### config.mk
export PLATFORM = sky130hd
export DESIGN_NAME = are_muldiv
export DESIGN_NICKNAME = d
export VERILOG_FILES = /design/src/rtl/core/are_pkg.sv /design/src/rtl/core/are_muldiv.sv
export SDC_FILE = /design/constraint.sdc
export NUM_CORES = 1
export LEC_CHECK = 0
export BUFFER_PORTS_ARGS = -buffer_cell sky130_fd_sc_hd__buf_4
export CORE_MARGIN = 2
export CORE_UTILIZATION = 50
export CTS_BUF_LIST = sky130_fd_sc_hd__clkbuf_8 sky130_fd_sc_hd__clkbuf_16
export CTS_CLUSTER_DIAMETER = 100
export CTS_CLUSTER_SIZE = 20
export DETAILED_ROUTE_END_ITERATION = 10
export GPL_ROUTABILITY_DRIVEN = 1
export PLACE_DENSITY = 0.69
export SYNTH_ARGS = -nofsm -noshare
export SYNTH_HDL_FRONTEND = slang
export SYNTH_SLANG_ARGS = --single-unit
### constraint.sdc
create_clock -name clk_i -period 6.5 [get_ports clk_i]
set_clock_uncertainty 0.05 [all_clocks]
set_input_delay 0.65 -clock clk_i [delete_from_list [all_inputs] [get_ports clk_i]]
set_output_delay 0.65 -clock clk_i [all_outputs]
set_load 0.01 [all_outputs]
### src/rtl/core/are_pkg.sv
`timescale 1ns / 1ps
package are_pkg;

  localparam int unsigned DATA_W = 32;
  localparam int unsigned CNT_W  = 7;
  localparam int unsigned LANE_N = 4;

  localparam logic OP_LOAD  = 1'b0;
  localparam logic OP_SOLVE = 1'b1;

  localparam logic [1:0] REG_INIT_RELAX = 2'd0;
  localparam logic [1:0] REG_TOLERANCE  = 2'd1;
  localparam logic [1:0] REG_MAX_ITER   = 2'd2;

  localparam logic [7:0] MAX_ITER_RST = 8'd50;

  // request to the shared multiply/divide unit
  typedef struct packed {
    logic start;
    logic div;
  } are_md_req_t;

  function automatic logic signed [31:0] sat32(input logic signed [63:0] x);
    logic signed [31:0] r;
    if (x > 64'sd2147483647) begin
      r = 32'sh7fffffff;
    end else if (x < -64'sd2147483648) begin
      r = 32'sh80000000;
    end else begin
      r = x[31:0];
    end
    return r;
  endfunction

endpackage

### src/rtl/core/are_muldiv.sv
`timescale 1ns / 1ps
module are_muldiv (
  input  logic                 clk_i,
  input  logic                 rst_ni,
  input  are_pkg::are_md_req_t req_i,
  input  logic [63:0]          opa_i,
  input  logic [63:0]          opb_i,
  output logic                 done_o,
  output logic [63:0]          hi_o,
  output logic [33:0]          quot_o
);
  import are_pkg::*;

  logic         busy_q;
  logic         div_q;
  logic [6:0]   cnt_q;
  logic         done_q;
  logic [127:0] prod_q;
  logic [63:0]  a_q;
  logic [63:0]  rem_q;
  logic [34:0]  q_q;
  logic         sat_q;

  logic [64:0]  acc;
  logic         carry;
  logic [63:0]  rem_sh;
  logic         qb;
  logic [34:0]  q_nx;
  logic         last;

  always_comb begin
    acc    = {1'b0, prod_q[127:64]} + (prod_q[0] ? {1'b0, a_q} : 65'd0);
    carry  = rem_q[63];
    rem_sh = {rem_q[62:0], prod_q[127]};
    qb     = carry || (rem_sh >= a_q);
    q_nx   = {q_q[33:0], qb};
    last   = div_q ? (cnt_q == 7'd127) : (cnt_q == 7'd63);
  end

  // control: one product bit or one quotient bit a cycle
  always_ff @(posedge clk_i or negedge rst_ni) begin
    if (!rst_ni) begin
      busy_q <= 1'b0;
      div_q  <= 1'b0;
      cnt_q  <= '0;
      done_q <= 1'b0;
    end else begin
      done_q <= busy_q && last;
      if (req_i.start && !busy_q) begin
        busy_q <= 1'b1;
        div_q  <= req_i.div;
        cnt_q  <= '0;
      end else if (busy_q) begin
        cnt_q <= cnt_q + 7'd1;
        if (last) begin
          busy_q <= 1'b0;
        end
      end
    end
  end

  // datapath: shift-add multiply, restoring divide of the held product
  always_ff @(posedge clk_i) begin
    if (req_i.start && !busy_q) begin
      if (req_i.div) begin
        a_q   <= opb_i;
        rem_q <= '0;
        q_q   <= '0;
        sat_q <= 1'b0;
      end else begin
        a_q    <= opa_i;
        prod_q <= {64'd0, opb_i};
      end
    end else if (busy_q) begin
      if (div_q) begin
        prod_q <= {prod_q[126:0], 1'b0};
        rem_q  <= qb ? rem_sh - a_q : rem_sh;
        if (!sat_q) begin
          q_q <= q_nx;
          if (q_nx > 35'h200000000) begin
            sat_q <= 1'b1;
          end
        end
      end else begin
        prod_q <= {acc, prod_q[63:1]};
      end
    end
  end

  assign done_o = done_q;
  assign hi_o   = prod_q[127:64];
  assign quot_o = sat_q ? 34'h200000000 : q_q[33:0];

endmodule

Word level (Yosys, flattened, before mapping)
Cells that the tools add are included.
{ "word_totals": {"register_bits": 301, "inputBits": 132, "output_inout_bits": 99, "elab_cells": 57} }
{ "op_classes": {"add_sub_neg": 3, "magnitude_cmp": 2, "eq_ne": 5, "n_mux": 29, "n_reduce_logical": 9} }
{ "ops": {"columns": ["op", "count"], "rows": [
  ["2-to-1 mux 128 bit", 4],
  ["2-to-1 mux 64 bit", 7],
  ["2-to-1 mux 34 bit", 6],
  ["adder 64 x 64 -> 65 bit", 1],
  ["greater-or-equal comparator 64 bit", 1],
  ["subtractor 64 bit", 1],
  ["greater-than comparator 35 x 34 -> 1 bit, second input constant", 1],
  ["2-to-1 mux 7 bit", 2],
  ["2-to-1 mux 1 bit", 10],
  ["adder 7 x 1 -> 7 bit, second input constant", 1],
  ["== test 7 x 6 -> 1 bit, second input constant", 1],
  ["== test 7 bit, second input constant", 1],
  ["!= test 2 bit, second input constant", 2],
  ["AND reduction 4 bit", 1],
  ["nonzero test 2 bit", 2],
  ["AND reduction 3 bit", 1],
  ["logical AND 1 bit", 2],
  ["!= test 2 x 1 -> 1 bit, second input constant", 1],
  ["AND reduction 2 bit", 1],
  ["logical NOT 1 bit", 1],
  ["logical OR 1 bit", 1]
]} }

Depth between registers and ports, before layout
Gate-level depths: netlist (run 1).
{ "logic_depth": {"ltp_word": 8, "ltp_mapped": 15, "depth_no_buf": 14} }

Worst setup path before layout (run 1)
OpenSTA, ideal clock, no wires.
{ "synth_path": {"kind": "input to register", "startpoint": "input req_i[1] (netlist name)", "endpoint": "register rem_q[0], enable pin", "setup_time_ps": 488, "arrival_ps": 4038, "required_time_ps": 5962, "setup_slack_ps": 1923, "path_stages": 6, "path_buffers": 1, "path_cell_list": "nand2b_1 -> clkinv_1 -> clkbuf_1 -> nor2_1 -> a21oi_1 -> nor2_1"} }
{ "synth_between": {"elab_chain_len": 3, "word_cells_on_any_way": 5, "cone_classes": "eq/ne: 1; reduce/logical: 4"} }
{ "synth_rtl": {"columns": ["item", "line", "source"], "rows": [
  ["from (decl)", "are_muldiv.sv:5", "input are_pkg::are_md_req_t req_i,"],
  ["logical AND 1 bit (*)", "are_muldiv.sv:64", "if (req_i.start && !busy_q) begin"],
  ["!= test 2 bit (no line) / nonzero test 2 bit (equally long branches)", null, null],
  ["AND reduction 3 bit (no line) (*)", null, null],
  ["to (signal assigned)", "are_muldiv.sv:77", "rem_q <= qb ? rem_sh - a_q : rem_sh;"],
  ["to (decl)", "are_muldiv.sv:20", "logic [63:0] rem_q;"]
]} }
Every way passes the cells marked *; elsewhere a longest branch is shown, timed or not.
A chain may end at the register's enable or synchronous reset.

Final worst setup path (run 1)
{ "layout_path": {"startpoint": "register prod_q[0]", "endpoint": "register prod_q[103], data pin"} }
{ "layout_between": {"elab_chain_len": 5} }
{ "layout_rtl": {"columns": ["item", "line", "source"], "rows": [
  ["from (decl)", "are_muldiv.sv:18", "logic [127:0] prod_q;"],
  ["from (signal assigned)", "are_muldiv.sv:72", "prod_q <= {64'd0, opb_i};"],
  ["from (signal assigned)", "are_muldiv.sv:76", "prod_q <= {prod_q[126:0], 1'b0};"],
  ["from (signal assigned)", "are_muldiv.sv:85", "prod_q <= {acc, prod_q[63:1]};"],
  ["2-to-1 mux 64 bit", "are_muldiv.sv:32", "acc = {1'b0, prod_q[127:64]} + (prod_q[0] ? {1'b0, a_q} : 65'd0);"],
  ["adder 64 x 64 -> 65 bit", "are_muldiv.sv:32", null],
  ["2-to-1 mux 128 bit", "are_muldiv.sv:75", "if (div_q) begin"],
  ["2-to-1 mux 128 bit", "are_muldiv.sv:74", "end else if (busy_q) begin"],
  ["2-to-1 mux 128 bit", "are_muldiv.sv:64", null]
]} }
Every way passes these cells. The select of a mux whose other input is x is not followed.

==> reports/metrics.yaml, run 1 <==
power.leakage_nw: 10.2
first_global_vias: 17910
combPwrFrac_pct: 53.9
insertion_delay_ns: 0.55
gp_congestion: 0.954
hold_start: "opb_i[11]"
rr_worst_depth: 14
hold_viol: 0
synth_cell_types: 75
cts-resized-gates: 0
slew_headroom_pct: 24.7
r2r_slack_ns: 1.85
reg2reg_from: "prod_q[0]$_DFFE_PP_"
synthMuxAreaShare_pct: 7.10
core-area_um2: 44100
synth-async-reset-ratio_pct: 3.32
ys_seq_area_share_pct: 40.3
start_util_pct: 50.5
grt_usage_pct: 26.5
stdcell_count: 3091
peakVddDrop_v: 0.000243
worstSetupEndpointType: "register"
p_total_mw: 11.2
cp-startpoint: "prod_q[0]$_DFFE_PP_"
htree_levels: 1
nNetsFinal: 2751
die_w_um: 215
rsz0062_at_grt: "false"
cp-endpoint: "prod_q[103]$_SDFFCE_PP0P_"
worstPathRequired_ns: 6.85
cts_inserted_buffers: 19
cts_hold_buffers: 1
drc: 0
multi_input_area_um2: 11900
tightestPinTransition_ns: 1.13
vias_per_cell: 5.94
layout-drive-gt1-share_pct: 14.4
overflow: 0
num_rows: 77
io_pins: 231
synth_seq_cells: 301
start_kind: "register"
dr.pass1.iters: 5
holdWs_ns: 0.336
areaGrowthSynthToFinish_pct: 10.1
post-place-cells: 3058
max-clock-path-buffers: 3
post_cts_buffers: 0
fin_crit_ns: 4.65
ant_nets: 0
cts.sinks: 301
p_int_mw: 6.36
outcome: "finished, final reports clean"
setup_violations: 0
max_cap_viol_count: 0
yosys.area_share.xor_xnor_pct: 3.89
synth_edf_count: 291
fill_cells: 4031
numPortBuffers: 230
grt_first_pass_wirelength_mm: 98.0
fin_crit_sh_pct: 71.6
cp_data_arrival_time_ns: 5.00
max_clock_freq_mhz: 215
ys_warn_count: 0
antenna_found_initial: 1
hpwl_mm: 46.9
synthSimpleGateAreaFrac_pct: 16.9
vias: 18358
synth_top_family_by_area: "compound AO/OA/AOI/OAI gates"
p_sw_mw: 4.87
r2r-end: "prod_q[103]$_SDFFCE_PP0P_"
netlist_instances: 2411
syn_nets: 2674
grt_max_degree: 182
drt_iter0_markers: 1481
cp_max_fo: 27
cts_root_buffer: "clkbuf_16"
p_per_area_nw_per_um2: 458
netlist_area_um2: 22300
hp-class: "input port to register"
synth_compound_area_share_pct: 18.2
clockPowerShare_pct: 11.7
setup_tns_ns: 0
pwr-share-seq_pct: 34.4
synthAdderAreaFrac_pct: 7.42
die_area_um2: 46300
wl_per_cell_um: 20.4
totalWireLength_mm: 63.0
synth-main-ff-cell: "edfxtp_1"
avgSynthCellArea_um2: 9.24
p_sw_share_pct: 43.4
cts_tree: "yes"
path_clk_slew_ns: 0.10
die_h_um: 215
register_area_um2: 8990
crit_type: "register to register"
report.final.slew_viol_count: 0
## power by group through the flow
stage | Combinational, mW | Sequential, mW | Clock, mW
3_3_place_gp | 5.86 | 3.88 | 0
5_1_grt | 6.75 | 3.94 | 1.39
4_1_cts | 6.01 | 3.86 | 1.34
3_5_place_dp | 5.98 | 3.89 | 0
2_1_floorplan | 4.85 | 3.57 | 0
6_report | 6.06 | 3.86 | 1.31
## stage by stage
step | util, % | setup slack (ns) | cell area [um2]
final | 55.6 | 1.85 | 24500
after global routing | 55.6 | 1.53 | 24500
after CTS | 55.6 | 1.97 | 24500
after detailed placement | 54.2 | 1.99 | 23900
after global placement | 54.2 | 2.15 | 23900
after floorplan | - | 1.92 | 22300
## critical path, stage by stage (launching register included)
cell	delay [ns]
edfxtp_1	0.80
and2_1	0.23
ha_1	0.18
inv_1	0.06
fa_1	0.38
nand2b_1	0.19
a21oi_1	0.30
nor2_1	0.10
a21o_1	0.18
a2111oi_0	0.60
o41ai_1	0.26
a211oi_1	0.59
nor3_1	0.08
or3b_1	0.37
a21oi_1	0.14
## worst min-delay path by stage
stage | end | cells after the start | slack [ns]
after floorplan | busy_q$_DFF_PN0_ | 0 | 0.30
after global placement | cnt_q[5]$_DFFE_PN0P_ | 1 | 0.42
after detailed placement | done_o$_DFF_PN0_ | 1 | 0.44
after CTS | prod_q[38]$_DFFE_PP_ | 3 | 0.32
after global routing | prod_q[25]$_DFFE_PP_ | 3 | 0.33
final | prod_q[11]$_DFFE_PP_ | 3 | 0.34
## metal layers
metal | track usage [%] | up-vias | routed length, um
met1 | 35.4 | 8805 | 27900
met4 | 10.4 | 0 | 2540
met3 | 2.36 | 99 | 2890
met2 | 44.7 | 601 | 29700
li1 | - | 8853 | -
met5 | 0 | - | 0
## logic make-up (layout without fill, tap and decap cells)
group                    after synthesis  after routing
buffers and inverters                294            381
flip-flops                           301            301
multiplexers                         150            150
adder cells (fa/ha/maj)              131            131
other                                  0              1
AND/OR/NAND/NOR                      779            779
AO/OA/AOI/OAI                        657            657
XOR/XNOR                              99             99
## synthesized netlist by cell type, drive strengths merged (62+ instances only)
cell      n  area share (%)
edfxtp  291              39
a21oi   226             5.1
nand2   223             3.8
nor2    192             3.2
o21ai   174             3.9
ha      129             7.2
inv     104             1.8
and2    103             2.9
buf      98             2.9
clkbuf   91             1.5
mux2i    85             3.8
a21o     68             2.3
mux2     65             3.3
xnor2    63             2.5
nand3    62             1.4
## layout by cell type (no fill, tap or decap), drive strengths merged, types with 19 or more instances in the layout
| master | instances |
|---|---|
| a211oi | 25 |
| a21o | 68 |
| a21oi | 226 |
| a31oi | 21 |
| and2 | 103 |
| buf | 244 |
| clkbuf | 21 |
| edfxtp | 291 |
| ha | 129 |
| inv | 113 |
| mux2 | 65 |
| mux2i | 85 |
| nand2 | 223 |
| nand3 | 62 |
| nand4 | 30 |
| nor2 | 192 |
| nor2b | 42 |
| nor3 | 42 |
| nor4 | 25 |
| o21a | 19 |
| o21ai | 174 |
| o21bai | 30 |
| xnor2 | 63 |
| xor2 | 36 |
## area by class of cell
cell class / instances / area share (%)
antenna: 1 / 0.0102
multi-input combinational: 1816 / 48.7
clock buffer: 21 / 2.14
sequential: 301 / 36.6
timing repair buffer: 245 / 7.56
inverter: 105 / 1.64
tap: 592 / 3.02
clock inverter: 10 / 0.301
## state kept, by name, indices dropped and copies added, names as in the netlist
| name | flops |
|---|---|
| cnt_q | 7 |
| rem_q | 64 |
| div_q | 1 |
| sat_q | 1 |
| q_q | 34 |
| a_q | 64 |
| done_o | 1 |
| busy_q | 1 |
| prod_q | 128 |
Note: power is estimated with default switching activity, not from simulation.
==> inputs of run 2 (changes only) <==
Clock period 6.5 ns to 4.36 ns, I/O delays scaled along.
==> reports/metrics.yaml, run 2 (synthesis gave the netlist of run 1 again) <==
max_flop_register: "prod_q"
cp_data_arrival_time_ns: 4.23
holdWs_ns: 0.114
hpwl_mm: 47.7
dpl-instance-area_um2: 24000
post-place-cells: 3065
stdcell_count: 3098
grt_max_degree: 182
rsz0062_at_grt: "false"
tightestPinTransition_ns: 1.14
largest_reg_flops: 128
ant_nets: 0
register_area_um2: 8990
hp-class: "input port to register"
reg.largest.list: "prod_q: 128 flops, a_q: 64 flops, rem_q: 64 flops"
grt_first_pass_wirelength_mm: 99.5
dr.pass1.iters: 6
wl_per_cell_um: 20.7
report.final.slew_viol_count: 0
slew_headroom_pct: 24.3
areaGrowthSynthToFinish_pct: 10.4
drc: 0
r2r_slack_ns: 0.35
insertion_delay_ns: 0.56
nNetsFinal: 2758
totalWireLength_mm: 64.1
grt_usage_pct: 27.0
start_kind: "register"
numPortBuffers: 230
die_h_um: 215
max_cap_viol_count: 0
setup_violations: 0
power.leakage_nw: 10.2
first_global_vias: 18091
diodes: 0
worstSetupEndpointType: "register"
fill_cells: 4034
htree_levels: 1
fin_crit_ns: 4.01
worstPathRequired_ns: 4.58
die_area_um2: 46300
cts_inserted_buffers: 19
final_common_cell: "edfxtp_1"
cp_max_fo: 24
cts_tree: "yes"
max_clock_freq_mhz: 249
gp_congestion: 0.927
vias_per_cell: 5.95
peakVddDrop_v: 0.000588
core-area_um2: 44100
max-clock-path-buffers: 3
hold_viol: 0
drt_iter0_markers: 1395
die_w_um: 215
start_util_pct: 50.5
finish.utilization_pct: 55.8
multi_input_area_um2: 12000
layout-drive-gt1-share_pct: 14.6
antenna_found_initial: 3
setup_tns_ns: 0
crit_type: "register to register"
p_per_area_nw_per_um2: 682
outcome: "finished, final reports clean"
path_clk_slew_ns: 0.10
mostFrequentLayoutCells: "291 x edfxtp_1, 246 x buf_4, 224 x a21oi_1"
cts.sinks: 301
vias: 18432
num_rows: 77
stdcell_area_um2: 24600
overflow: 0
cts_root_buffer: "clkbuf_16"
io_pins: 231
fin_crit_sh_pct: 92.0
run 2: changes by cell type in the layout (fill, tap and decap cells not counted):
| cell | before | now |
|---|---|---|
| a2111oi_0 | 2 | 1 |
| a2111oi_1 | 0 | 1 |
| a211oi_1 | 21 | 20 |
| a211oi_2 | 2 | 3 |
| buf_12 | 1 | 5 |
| buf_4 | 243 | 246 |
| bufinv_16 | 1 | 0 |
| clkbuf_16 | 21 | 20 |
| clkinv_1 | 0 | 2 |
| clkinv_4 | 1 | 0 |
| diode_2 | 1 | 0 |
| inv_1 | 111 | 112 |
| inv_8 | 1 | 2 |
run 2: metrics by stage:
step | setup slack (ns) | power, mW
final | 0.347 | 16.8
after CTS | 0.144 | 16.8
after floorplan | 0.255 | 12.5
after detailed placement | 0.189 | 14.8
after global routing | 0.0150 | 18.1
after global placement | 0.382 | 14.7
run 2: timing repair:
action                                  in CTS  in global routing
buffers inserted                             0                  0
hold buffers                                 1                  0
endpoints found under the setup margin       0                  3
gates resized for setup                      0                  2
endpoints found under the hold margin       10                  0
run 2: power by group:
group / total, mW / switching (mW) / internal [mW] / leakage [nW]
clock: 1.88 / 1.04 / 0.841 / 0.303
sequential: 5.63 / 0.821 / 4.81 / 3.04
combinational: 9.27 / 5.48 / 3.80 / 6.88
run 2: critical path, stage by stage, from the launching register on:
cell and delay (ns):
edfxtp_1 0.42, buf_4 0.22, and2_1 0.16, ha_1 0.36, a21oi_1 0.26, o22ai_1 0.13, o221ai_1 0.20, nand3_1 0.23
a2111oi_2 0.61, o31ai_1 0.20, a221oi_1 0.48, a31oi_1 0.17, xnor2_1 0.16, a21oi_1 0.08
run 2: path summary, 6_finish.rpt:
kind	start	end	depth (start not counted)
min	opb_i[35]	prod_q[35]$_DFFE_PP_	3
max in group asynchronous	rst_ni	div_q$_DFFE_PN0P_	2
min in group asynchronous	rst_ni	div_q$_DFFE_PN0P_	2
max	prod_q[0]$_DFFE_PP_	prod_q[124]$_SDFFCE_PP0P_	13
max reg2reg	prod_q[0]$_DFFE_PP_	prod_q[124]$_SDFFCE_PP0P_	13
min reg2reg	cnt_q[6]$_DFFE_PN0P_	cnt_q[6]$_DFFE_PN0P_	1
run 2: cell type report:
| type | instances | share of cell area, % |
|---|---|---|
| Multi-Input combinational cell | 1816 | 48.6 |
| Sequential cell | 301 | 36.5 |
| Timing Repair Buffer | 252 | 7.95 |
| Tap cell | 592 | 3.01 |
| Clock buffer | 20 | 2.03 |
| Inverter | 105 | 1.63 |
| Clock inverter | 12 | 0.234 |
run 2: layer usage:
layer	GRT usage (%)	up-vias	wire [um]
li1	-	8870	-
met1	34.7	8845	27400
met2	45.8	593	30400
met3	2.73	122	3130
met4	12.8	2	3210
met5	0	-	13
==> inputs of run 3 (changes only) <==
Settings changed: CORE_UTILIZATION 50 to 61, HOLD_SLACK_MARGIN from default to 0.12, PLACE_DENSITY 0.69 to 0.82.
==> reports/metrics.yaml, run 3 (synthesis gave the netlist of run 1 again) <==
cts.sinks: 301
first_global_vias: 17983
totalWireLength_mm: 63.5
tightestPinTransition_ns: 1.14
multi_input_area_um2: 12000
overflow: 0
cp_slowest_stage_delay_ns: 0.58
grt-busiest-layer: "met2"
crit_type: "register to register"
num_rows: 70
post_cts_buffers: 0
largest_reg_flops: 128
die_h_um: 195
p_per_area_nw_per_um2: 688
slew_headroom_pct: 24.1
use_met2_pct: 56.0
finish.utilization_pct: 67.4
grt_usage_pct: 32.5
worstSetupEndpointType: "register"
insertion_delay_ns: 0.55
reg.largest.list: "prod_q: 128 flops, a_q: 64 flops, rem_q: 64 flops"
cp_cell_sequence: "inv_1 > ha_1 > fa_1 > inv_1 > a21oi_1 > o21a_1 > o21ai_1 > a211o_1 > a41o_1 > a211o_1 > buf_4 > mux2i_1 > nor2_1"
vias_per_cell: 6.25
report.final.slew_viol_count: 0
fin_crit_sh_pct: 93.7
gp_congestion: 0.963
max-clock-path-buffers: 3
peakVddDrop_v: 0.000395
die_area_um2: 38100
vias: 18618
drc: 0
layout-drive-gt1-share_pct: 14.8
max_flop_register: "prod_q"
worstPathRequired_ns: 4.58
setup_tns_ns: 0
die_w_um: 195
numPortBuffers: 230
cts_tree: "yes"
io_pins: 231
rsz0062_at_grt: "false"
p_total_mw: 16.8
mostFrequentLayoutCells: "291 x edfxtp_1, 251 x buf_4, 224 x a21oi_1"
start_kind: "register"
hp-class: "input port to register"
max_cap_viol_count: 0
htree_levels: 1
grt_max_degree: 180
wl_per_cell_um: 21.3
cts_inserted_buffers: 19
hold_viol: 0
final_common_cell: "edfxtp_1"
path_clk_slew_ns: 0.10
met3_usage_pct: 3.11
drt_iter0_markers: 1732
hpwl_mm: 47.2
core-area_um2: 36300
nNetsFinal: 2761
met1_usage_pct: 41.7
start_util_pct: 61.5
dr.pass1.iters: 5
register_area_um2: 8990
fin_crit_ns: 4.09
power.leakage_nw: 10.2
setup_violations: 0
holdWs_ns: 0.131
grt_first_pass_wirelength_mm: 98.4
post-place-cells: 2944
cts_root_buffer: "clkbuf_16"
cp_max_fo: 22
ant_nets: 0
crit_slowest_cell: "a211o_1"
outcome: "finished, final reports clean"
cp_data_arrival_time_ns: 4.30
max_clock_freq_mhz: 245
areaGrowthSynthToFinish_pct: 9.67
antenna_found_initial: 1
fill_cells: 2911
stdcell_count: 2977
-- run 3: cell count changes in the layout (fill, tap and decap cells not counted) --
cell	change
buf_4	+5
clkbuf_16	-1
clkinv_4	+1
clkinv_1	-2
a211oi_4	+1
diode_2	+1
clkinv_2	+1
buf_12	-2
a211oi_2	-1
-- run 3: final cells by class --
class                      instances  share of cell area (%)
antenna                            1                  0.0102
clock buffer                      19                    1.95
clock inverter                    12                   0.261
timing repair buffer             255                    8.00
multi-input combinational       1816                    48.9
inverter                         105                    1.64
sequential                       301                    36.8
tap                              468                    2.40
-- run 3: worst paths after layout --
check | from | end | slack (ns) | depth (start not counted)
worst max-delay path | prod_q[127]$_SDFFCE_PP0P_ | rem_q[44]$_SDFFCE_PP0P_ | 0.27 | 13
worst min-delay path | opb_i[34] | prod_q[34]$_DFFE_PP_ | 0.13 | 3
worst max register to register | prod_q[127]$_SDFFCE_PP0P_ | rem_q[44]$_SDFFCE_PP0P_ | 0.27 | 13
worst min register to register | cnt_q[5]$_DFFE_PN0P_ | cnt_q[5]$_DFFE_PN0P_ | 0.47 | 1
max in group asynchronous | rst_ni | div_q$_DFFE_PN0P_ | 3.88 | 2
min in group asynchronous | rst_ni | done_o$_DFF_PN0_ | 0.22 | 2
-- run 3: metrics by stage --
| step | instance area (um2) | setup WS, ns |
|---|---|---|
| floorplan | 22300 | 0.255 |
| global placement | 23900 | 0.361 |
| detailed placement | 23900 | 0.257 |
| CTS | 24400 | 0.230 |
| global route | 24400 | 0.0279 |
| finish | 24400 | 0.275 |
-- run 3: what timing repair did --
item,4_1_cts,5_1_grt
hold endpoints to repair,10,0
resized for setup,0,3
hold buffers,1,0
setup endpoints to repair,0,4
-- run 3: layer usage --
layer	part of all wire, %	vias to the layer above
li1	-	8851
met3	6.2	132
met4	4.9	2
met5	0.020	-
met2	49	805
met1	40	8828
-- run 3: power breakdown --
group	switching [mW]	internal (mW)	leakage, nW
logic	5.56	3.79	6.88
clock network	1.03	0.807	0.295
registers	0.805	4.82	3.04
-- run 3: critical path, delay by kind of cell (launching register included) --
kind	cells	cell delay, ns
flip-flops	1	0.46
adder cells (fa/ha/maj)	2	0.66
multiplexers	1	0.24
AND/OR/NAND/NOR	1	0.05
buffers and inverters	3	0.57
AO/OA/AOI/OAI	6	1.74
